**config.mk**
```make
export PLATFORM = sky130hd
export DESIGN_NAME = sbq_ctrl
export DESIGN_NICKNAME = d
export VERILOG_FILES = /design/src/rtl/core/sbq_pkg.sv /design/src/rtl/core/sbq_ctrl.sv
export VERILOG_INCLUDE_DIRS = /design/src /design/src/rtl/core
export SDC_FILE = /design/constraint.sdc
export NUM_CORES = 1
export LEC_CHECK = 0
export BUFFER_PORTS_ARGS = -buffer_cell sky130_fd_sc_hd__buf_2
export CORE_AREA = 10 10 47 49
export CTS_CLUSTER_SIZE = 12
export DETAILED_ROUTE_END_ITERATION = 16
export DIE_AREA = 0 0 57 59
export PLACE_DENSITY = 0.7
export SLEW_MARGIN = 25
export SYNTH_ARGS = -nofsm -noshare
export SYNTH_HDL_FRONTEND = slang
export SYNTH_SLANG_ARGS = --single-unit
```
**constraint.sdc**
```tcl
create_clock -name clk_i -period 1.8 [get_ports clk_i]
set_clock_uncertainty 0.1 [all_clocks]
set_input_delay 0.27 -clock clk_i [delete_from_list [all_inputs] [get_ports clk_i]]
set_output_delay 0.27 -clock clk_i [all_outputs]
set_load 0.02 [all_outputs]
```
**src/rtl/core/stereo_biquad_eq_cascade_top_macros.svh**
```systemverilog
// ----------------------------------------------------------------------------
// Assertion macros for the stereo biquad equalizer cascade
// Shared helpers that clock every check on clk_i and mute it during reset.
// ----------------------------------------------------------------------------
`ifndef STEREO_BIQUAD_EQ_CASCADE_TOP_MACROS_SVH
`define STEREO_BIQUAD_EQ_CASCADE_TOP_MACROS_SVH

// The condition holds at every clock edge outside reset.
`define SBQ_ASSERT_HOLDS(lbl, cond, msg) \
  lbl: assert property (@(posedge clk_i) disable iff (!rst_ni) (cond)) else $error(msg);

// When the trigger holds, the expectation holds in the next cycle.
`define SBQ_ASSERT_NEXT(lbl, trig, expr, msg) \
  lbl: assert property (@(posedge clk_i) disable iff (!rst_ni) (trig) |=> (expr)) \
    else $error(msg);

`endif

```
**src/rtl/core/sbq_pkg.sv**
```systemverilog
// ----------------------------------------------------------------------------
// sbq_pkg
// Sizes, codes and shared types of the stereo biquad equalizer cascade.
// ----------------------------------------------------------------------------
`timescale 1ns / 1ps

package sbq_pkg;

  // Configuration of the filter cascade.
  localparam int BAND_COUNT   = 4;
  localparam int SAMPLE_WIDTH = 24;
  localparam int COEF_WIDTH   = 32;
  localparam int HIST_WIDTH   = SAMPLE_WIDTH + 8;
  localparam int COEF_FRAC    = COEF_WIDTH - 4;
  localparam int GAIN_WIDTH   = 16;
  localparam int GAIN_FRAC    = 14;
  localparam int SLOT_COUNT   = 5;
  localparam int TABLE_SIZE   = BAND_COUNT * SLOT_COUNT;
  localparam int CH_COUNT     = 2;

  // Derived widths.
  localparam int COEF_IDX_W  = 5;
  localparam int COEF_ADDR_W = $clog2(TABLE_SIZE);
  localparam int BAND_W      = (BAND_COUNT > 1) ? $clog2(BAND_COUNT) : 1;
  localparam int STEP_W      = 3;
  localparam int PROD_W      = COEF_WIDTH + HIST_WIDTH;
  localparam int ACC_W       = PROD_W + 3;

  localparam logic [GAIN_WIDTH-1:0] GAIN_RESET = GAIN_WIDTH'(16384);
  localparam logic signed [COEF_WIDTH-1:0] COEF_ONE = COEF_WIDTH'(1) << COEF_FRAC;

  // Request codes.
  localparam logic REQ_SAMPLE = 1'b0;
  localparam logic REQ_COEF   = 1'b1;

  // Coefficient slots of a band, plus the drain step after the last product.
  localparam logic [STEP_W-1:0] SLOT_B0    = 3'd0;
  localparam logic [STEP_W-1:0] SLOT_B1    = 3'd1;
  localparam logic [STEP_W-1:0] SLOT_B2    = 3'd2;
  localparam logic [STEP_W-1:0] SLOT_A1    = 3'd3;
  localparam logic [STEP_W-1:0] SLOT_A2    = 3'd4;
  localparam logic [STEP_W-1:0] SLOT_DRAIN = 3'd5;

  typedef enum logic [2:0] {
    ST_IDLE,
    ST_MAC,
    ST_BAND_WB,
    ST_GAIN_MUL,
    ST_GAIN_RND
  } sbq_state_e;

  // Commands from the controller to the datapath.
  typedef struct packed {
    logic              sample_load;
    logic              coef_wr;
    logic              mul_coef;
    logic              mul_gain;
    logic [STEP_W-1:0] slot;
    logic [BAND_W-1:0] band;
    logic              acc_load;
    logic              acc_add;
    logic              acc_neg;
    logic              band_wb;
    logic              out_load;
  } sbq_cmd_t;

  // Direct Form I history of one band and channel.
  typedef struct packed {
    logic signed [HIST_WIDTH-1:0] x1;
    logic signed [HIST_WIDTH-1:0] x2;
    logic signed [HIST_WIDTH-1:0] y1;
    logic signed [HIST_WIDTH-1:0] y2;
  } sbq_hist_row_t;

endpackage

```
**src/rtl/core/sbq_ctrl.sv**
```systemverilog
// ----------------------------------------------------------------------------
// sbq_ctrl
// Sequencer that walks the multiply-accumulate steps of every band, the gain
// stage and the result handoff, and owns the item handshakes.
// ----------------------------------------------------------------------------
`timescale 1ns / 1ps
`include "stereo_biquad_eq_cascade_top_macros.svh"

module sbq_ctrl (
  input  logic              clk_i,
  input  logic              rst_ni,
  input  logic              in_valid_i,
  input  logic              req_type_i,
  output logic              in_ready_o,
  input  logic              out_ready_i,
  output logic              out_valid_o,
  output sbq_pkg::sbq_cmd_t cmd_o
);

  sbq_pkg::sbq_state_e                 state_q, state_d;
  logic [sbq_pkg::STEP_W-1:0]          step_q, step_d;
  logic [sbq_pkg::BAND_W-1:0]          band_q, band_d;
  logic                                out_valid_q, out_valid_d;
  sbq_pkg::sbq_cmd_t                   cmd;
  logic                                in_ready;

  // State, step and band registers.
  always_ff @(posedge clk_i or negedge rst_ni) begin
    if (!rst_ni) begin
      state_q     <= sbq_pkg::ST_IDLE;
      step_q      <= sbq_pkg::SLOT_B0;
      band_q      <= '0;
      out_valid_q <= 1'b0;
    end else begin
      state_q     <= state_d;
      step_q      <= step_d;
      band_q      <= band_d;
      out_valid_q <= out_valid_d;
    end
  end

  // Next state and datapath commands.
  always_comb begin
    state_d     = state_q;
    step_d      = step_q;
    band_d      = band_q;
    out_valid_d = out_valid_q & ~out_ready_i;
    in_ready    = 1'b0;
    cmd         = '0;
    cmd.slot    = step_q;
    cmd.band    = band_q;
    case (state_q)
      sbq_pkg::ST_IDLE: begin
        in_ready = 1'b1;
        if (in_valid_i) begin
          if (req_type_i == sbq_pkg::REQ_COEF) begin
            cmd.coef_wr = 1'b1;
          end else begin
            cmd.sample_load = 1'b1;
            state_d         = sbq_pkg::ST_MAC;
            step_d          = sbq_pkg::SLOT_B0;
            band_d          = '0;
          end
        end
      end
      sbq_pkg::ST_MAC: begin
        // Products are registered after issue, so the accumulator works on step - 1.
        cmd.mul_coef = (step_q != sbq_pkg::SLOT_DRAIN);
        cmd.acc_load = (step_q == sbq_pkg::SLOT_B1);
        cmd.acc_add  = (step_q != sbq_pkg::SLOT_B0) && (step_q != sbq_pkg::SLOT_B1);
        cmd.acc_neg  = (step_q == sbq_pkg::SLOT_A2) || (step_q == sbq_pkg::SLOT_DRAIN);
        if (step_q == sbq_pkg::SLOT_DRAIN) begin
          state_d = sbq_pkg::ST_BAND_WB;
          step_d  = sbq_pkg::SLOT_B0;
        end else begin
          step_d = step_q + sbq_pkg::STEP_W'(1);
        end
      end
      sbq_pkg::ST_BAND_WB: begin
        cmd.band_wb = 1'b1;
        if (band_q == sbq_pkg::BAND_W'(sbq_pkg::BAND_COUNT - 1)) begin
          band_d  = '0;
          state_d = sbq_pkg::ST_GAIN_MUL;
        end else begin
          band_d  = band_q + sbq_pkg::BAND_W'(1);
          state_d = sbq_pkg::ST_MAC;
        end
      end
      sbq_pkg::ST_GAIN_MUL: begin
        cmd.mul_gain = 1'b1;
        state_d      = sbq_pkg::ST_GAIN_RND;
      end
      sbq_pkg::ST_GAIN_RND: begin
        // Wait here until the output register is free.
        if (!out_valid_q || out_ready_i) begin
          cmd.out_load = 1'b1;
          out_valid_d  = 1'b1;
          state_d      = sbq_pkg::ST_IDLE;
        end
      end
      default: begin
        state_d = sbq_pkg::ST_IDLE;
      end
    endcase
  end

  assign in_ready_o  = in_ready;
  assign out_valid_o = out_valid_q;
  assign cmd_o       = cmd;

  `SBQ_ASSERT_HOLDS(a_no_overwrite, !cmd.out_load || !out_valid_q || out_ready_i, "pending result overwritten")
  `SBQ_ASSERT_NEXT(a_sample_start, cmd.sample_load, state_q == sbq_pkg::ST_MAC && step_q == sbq_pkg::SLOT_B0 && band_q == '0, "sample item did not start at band zero")
  `SBQ_ASSERT_NEXT(a_band_drain, state_q == sbq_pkg::ST_MAC && step_q == sbq_pkg::SLOT_DRAIN, state_q == sbq_pkg::ST_BAND_WB, "band did not write back after drain")
  `SBQ_ASSERT_NEXT(a_result_shown, cmd.out_load, out_valid_o && state_q == sbq_pkg::ST_IDLE, "result not presented after load")

endmodule

```
* Word level (Yosys, flattened, before mapping)
Cells that the tools add are included.
** Operators by class
- Mux-type cells :: 27
- Equality and inequality tests :: 14
- Bitwise gates (word level) :: 2
- Reduce and logical (&&, ||, !) cells :: 11
- Add/sub/neg operators :: 2
** Operator list (number)
- two-way mux 3 bit :: 8
- one-hot mux 3 bit (5 select lines) :: 1
- two-way mux 2 bit :: 6
- two-way mux 1 bit :: 10
- == test 3 bit, second input constant :: 3
- != test 2 bit, second input constant :: 4
- == test 3 x 1 -> 1 bit, second input constant :: 2
- == test 3 x 2 -> 1 bit, second input constant :: 2
- one-hot mux 3 bit (2 select lines) :: 1
- AND reduction 3 bit :: 2
- one-hot mux 2 bit (2 select lines) :: 1
- AND reduction 4 bit :: 1
- nonzero test 2 bit :: 2
- adder 3 x 1 -> 3 bit, second input constant :: 1
- zero test 3 bit :: 1
- != test 3 x 1 -> 1 bit, second input constant :: 1
- != test 3 bit, second input constant :: 1
- nonzero test 3 bit :: 1
- adder 2 x 1 -> 2 bit, second input constant :: 1
- == test 2 bit, second input constant :: 1
- logical OR 1 bit :: 2
- bitwise AND 1 bit :: 1
- logical AND 1 bit :: 1
- zero test 1 bit :: 1
- inverter 1 bit :: 1
** Storage, ports and cells
- Output and inout bits :: 16
- Bits of input ports :: 5
- Logic and storage cells :: 60
- Register bits after elaboration :: 9

* Logic depth before layout (Yosys ltp)
- Depth after elaboration :: 4
- Mapped depth :: 4
- Depth with buffers taken out :: 4

* Worst setup path after synthesis
OpenSTA, ideal clock, no wires.
- Path kind :: register to output
- From :: register state_q[0]
- To :: output port cmd_o[12] (netlist bit)
- Path buffers :: 1
- Arrival :: 1.428 ns
- Path slack :: 0.002 ns
- Cell stages (with the launch flop) :: 4
- Data required time :: 1.430 ns
- Cells stage by stage :: dfrtp_1 > buf_4 > nor3_1 > and3_1
** RTL lines
- from (decl) :: line sbq_ctrl.sv:20 : sbq_pkg::sbq_state_e state_q, state_d;
- from (signal assigned) :: line sbq_ctrl.sv:30 : state_q <= sbq_pkg::ST_IDLE;
- from (signal assigned) :: line sbq_ctrl.sv:35 : state_q <= state_d;
- to (decl) :: line sbq_ctrl.sv:17 : output sbq_pkg::sbq_cmd_t cmd_o

==> out/results.ini <==
[synthesis]
synthAdderAreaFrac = 0.0245
synth_top_family_by_area = simple AND/OR/NAND/NOR gates
synth_top_area_share = 0.441
ys_warn_count = 0
synthTopCellsByCount = dfrtp_1 (9), nor2_1 (6), a31oi_1 (4)
synth_flop_cell = dfrtp_1
synth_xor_area_frac = 0
yosys.cell_count.top_type = dfrtp_1
yosysTopAreaCell = dfrtp_1
synthMuxAreaShare = 0.0662
synth_fp_nets = 57
synth-edff-count = 0
ys_top_cells_by_area = dfrtp_1 (44%), mux2_2 (6.6%), a31oi_1 (4.9%)
synth-simple-area-share = 0.248
netlist_instances = 51
synth.avg_cell_area_um2 = 10.0
synth_cell_type_count = 22
synth-compound-area-share = 0.159
seq_area_frac_synth = 0.441
ys_ff_latch = 9
synth_area_um2 = 510
synth-async-reset-ratio = 1.00

[die]
die_w_um = 57
die-area_mm2 = 0.00336
io_pins = 21
start_util = 0.364
core_area_mm2 = 0.00140
die_h_um = 59
rows = 14

[clock_network]
cts_tree = done
numCtsBuffers = 3
h-tree-depth = 1
clock_sinks = 9
cts-root-buf = clkbuf_4
clockBufferDepth = 2
clock_latency_ps = 260
path_clk_slew_ps = 60

[timing]
finalSetupViolCount = 0
hold_viol_final = 0
fmax_mhz = 563
tns_ps = 0
slew_viol_final = 0
maxSlewHeadroom = 0.761
fin_hold_ws_ps = 208
finalCriticalPeriod_ps = 1780
fin_crit_sh = 0.986
worstMarginPinSlew_ps = 355
rsz0062_at_grt = yes

[power_and_ir_drop]
p_leak_nw = 0.382
powerDensity_mw_per_mm2 = 1990
ir_worst_vdd_mv = 0.900

[placement]
post-place-cells = 88
place.port_buffers = 20
gp_congestion = 0.744
dp_hpwl_um = 987

[worst_setup_path]
endpoint_kind = output pin
worstPathRequired_ps = 1430
start_kind = flop
cp_data_arrival_time_ps = 1410
worstPathMaxFanout = 3
crit_type = reg -> out

[global_routing]
antenna_found_initial = 0
grt_pass1_vias = 472
grt_use_total = 0.0789
grt_max_degree = 10
grt-ovfl-total = 0
grt_pass1_wl_um = 2130

[layout]
diodes = 0
layout.cells.non_filler = 95
syn2layout_area_growth_pct = 41.2
nNetsFinal = 86
drive_gt1_frac = 0.468

[run]
maxCapViolations = 0

[routing]
num_vias = 466
firstDrtPassIters = 3
wl_per_cell_um = 13.3
wl_um = 1260
dr.first_iter.drc_count = 7
post-route-drc-count = 0
ant_nets = 0
routed_via_density = 4.91

[outcome]
status = complete, no violations

[hold_path]
hold_path.class = in -> reg

## cells in the final DEF, fill, tap and decap left out
cell type	netlist	final
ha_1	1	1
clkbuf_1	0	1
a22o_1	2	2
clkbuf_4	0	3
buf_6	1	1
and3_1	3	3
nand2b_1	2	2
a31oi_4	1	1
nor2b_1	1	1
inv_1	2	2
mux2_2	3	3
and3b_1	1	1
a31oi_1	4	4
nor2_1	6	6
buf_4	1	8
dfrtp_1	9	9
dlygate4sd3_1	0	1
o21bai_1	1	1
nand2_1	3	3
nor3_1	3	1
nor3_2	0	1
and2_1	2	2
buf_2	1	17
o21ai_0	2	2
nor3_4	0	1
nor3b_2	0	1
or3b_4	1	1
## logic make-up (layout without fill, tap and decap cells)
family,Yosys count,count (layout)
AO/OA/AOI/OAI,10,10
adder cells (fa/ha/maj),1,1
buffers and inverters,5,33
flip-flops,9,9
multiplexers,3,3
AND/OR/NAND/NOR,23,23
## through the flow
stage | total power [W] | worst slack [ps] | util | cell area [um2]
3_3_place_gp | 0.00118 | 279 | 0.454 | 637
6_report | 0.00144 | 24.4 | 0.514 | 721
5_1_grt | 0.00157 | -26.7 | 0.514 | 721
3_5_place_dp | 0.00120 | 264 | 0.454 | 637
4_1_cts | 0.00141 | 15.0 | 0.498 | 698
2_1_floorplan | 0.000949 | 1.82 | - | 510
## flip-flops by register name (all words and copies together) (netlist names)
| register | cells |
|---|---|
| band_q | 2 |
| out_valid_o | 1 |
| state_q | 3 |
| step_q | 3 |
## where the power goes
part	total [W]	internal (W)	switching (W)
combinational	0.000888	0.000404	0.000484
sequential	0.000394	0.000289	0.000105
clock	0.000156	0.0000855	0.0000706
## worst max-delay path, cell delays in order (launching register included)
cell	delay [ps]
dfrtp_1	390
or3b_4	430
a31oi_4	190
buf_6	140
## layout make-up
| class | count | area (um2) |
|---|---|---|
| clock buffer | 4 | 26.3 |
| fill | 145 | 681 |
| inverter | 2 | 7.51 |
| multi-input combinational | 37 | 275 |
| sequential | 9 | 225 |
| tap | 16 | 20.0 |
| timing repair buffer | 27 | 166 |
## routing by layer
layer  part of all wire  vias to the layer above  global-route usage
li1                   -                      237                   -
met1               0.45                      217              0.0838
met2               0.48                       12               0.126
met3              0.075                        0              0.0408
met4                  0                        0              0.0403
met5                  0                        -                   0
## final timing paths
path                             startpoint     endpoint  slack (ps)  depth (start not counted)
worst max-delay path             state_q[1]    cmd_o[11]          20                          3
worst min-delay path            out_ready_i  out_valid_o         210                          3
worst max register to register   state_q[1]   state_q[1]         420                          4
worst min register to register  out_valid_o  out_valid_o         420                          2
max in group asynchronous            rst_ni    step_q[2]        1140                          2
min in group asynchronous            rst_ni    band_q[1]         290                          2
## repair_timing
item	in CTS	in global routing
hold buffers	1	0
endpoints found under the setup margin	4	4
pin swaps	0	1
gates resized for setup	4	4
hold endpoints to repair	9	0
buffers inserted	1	1
Power figures use the tool's default switching activity.
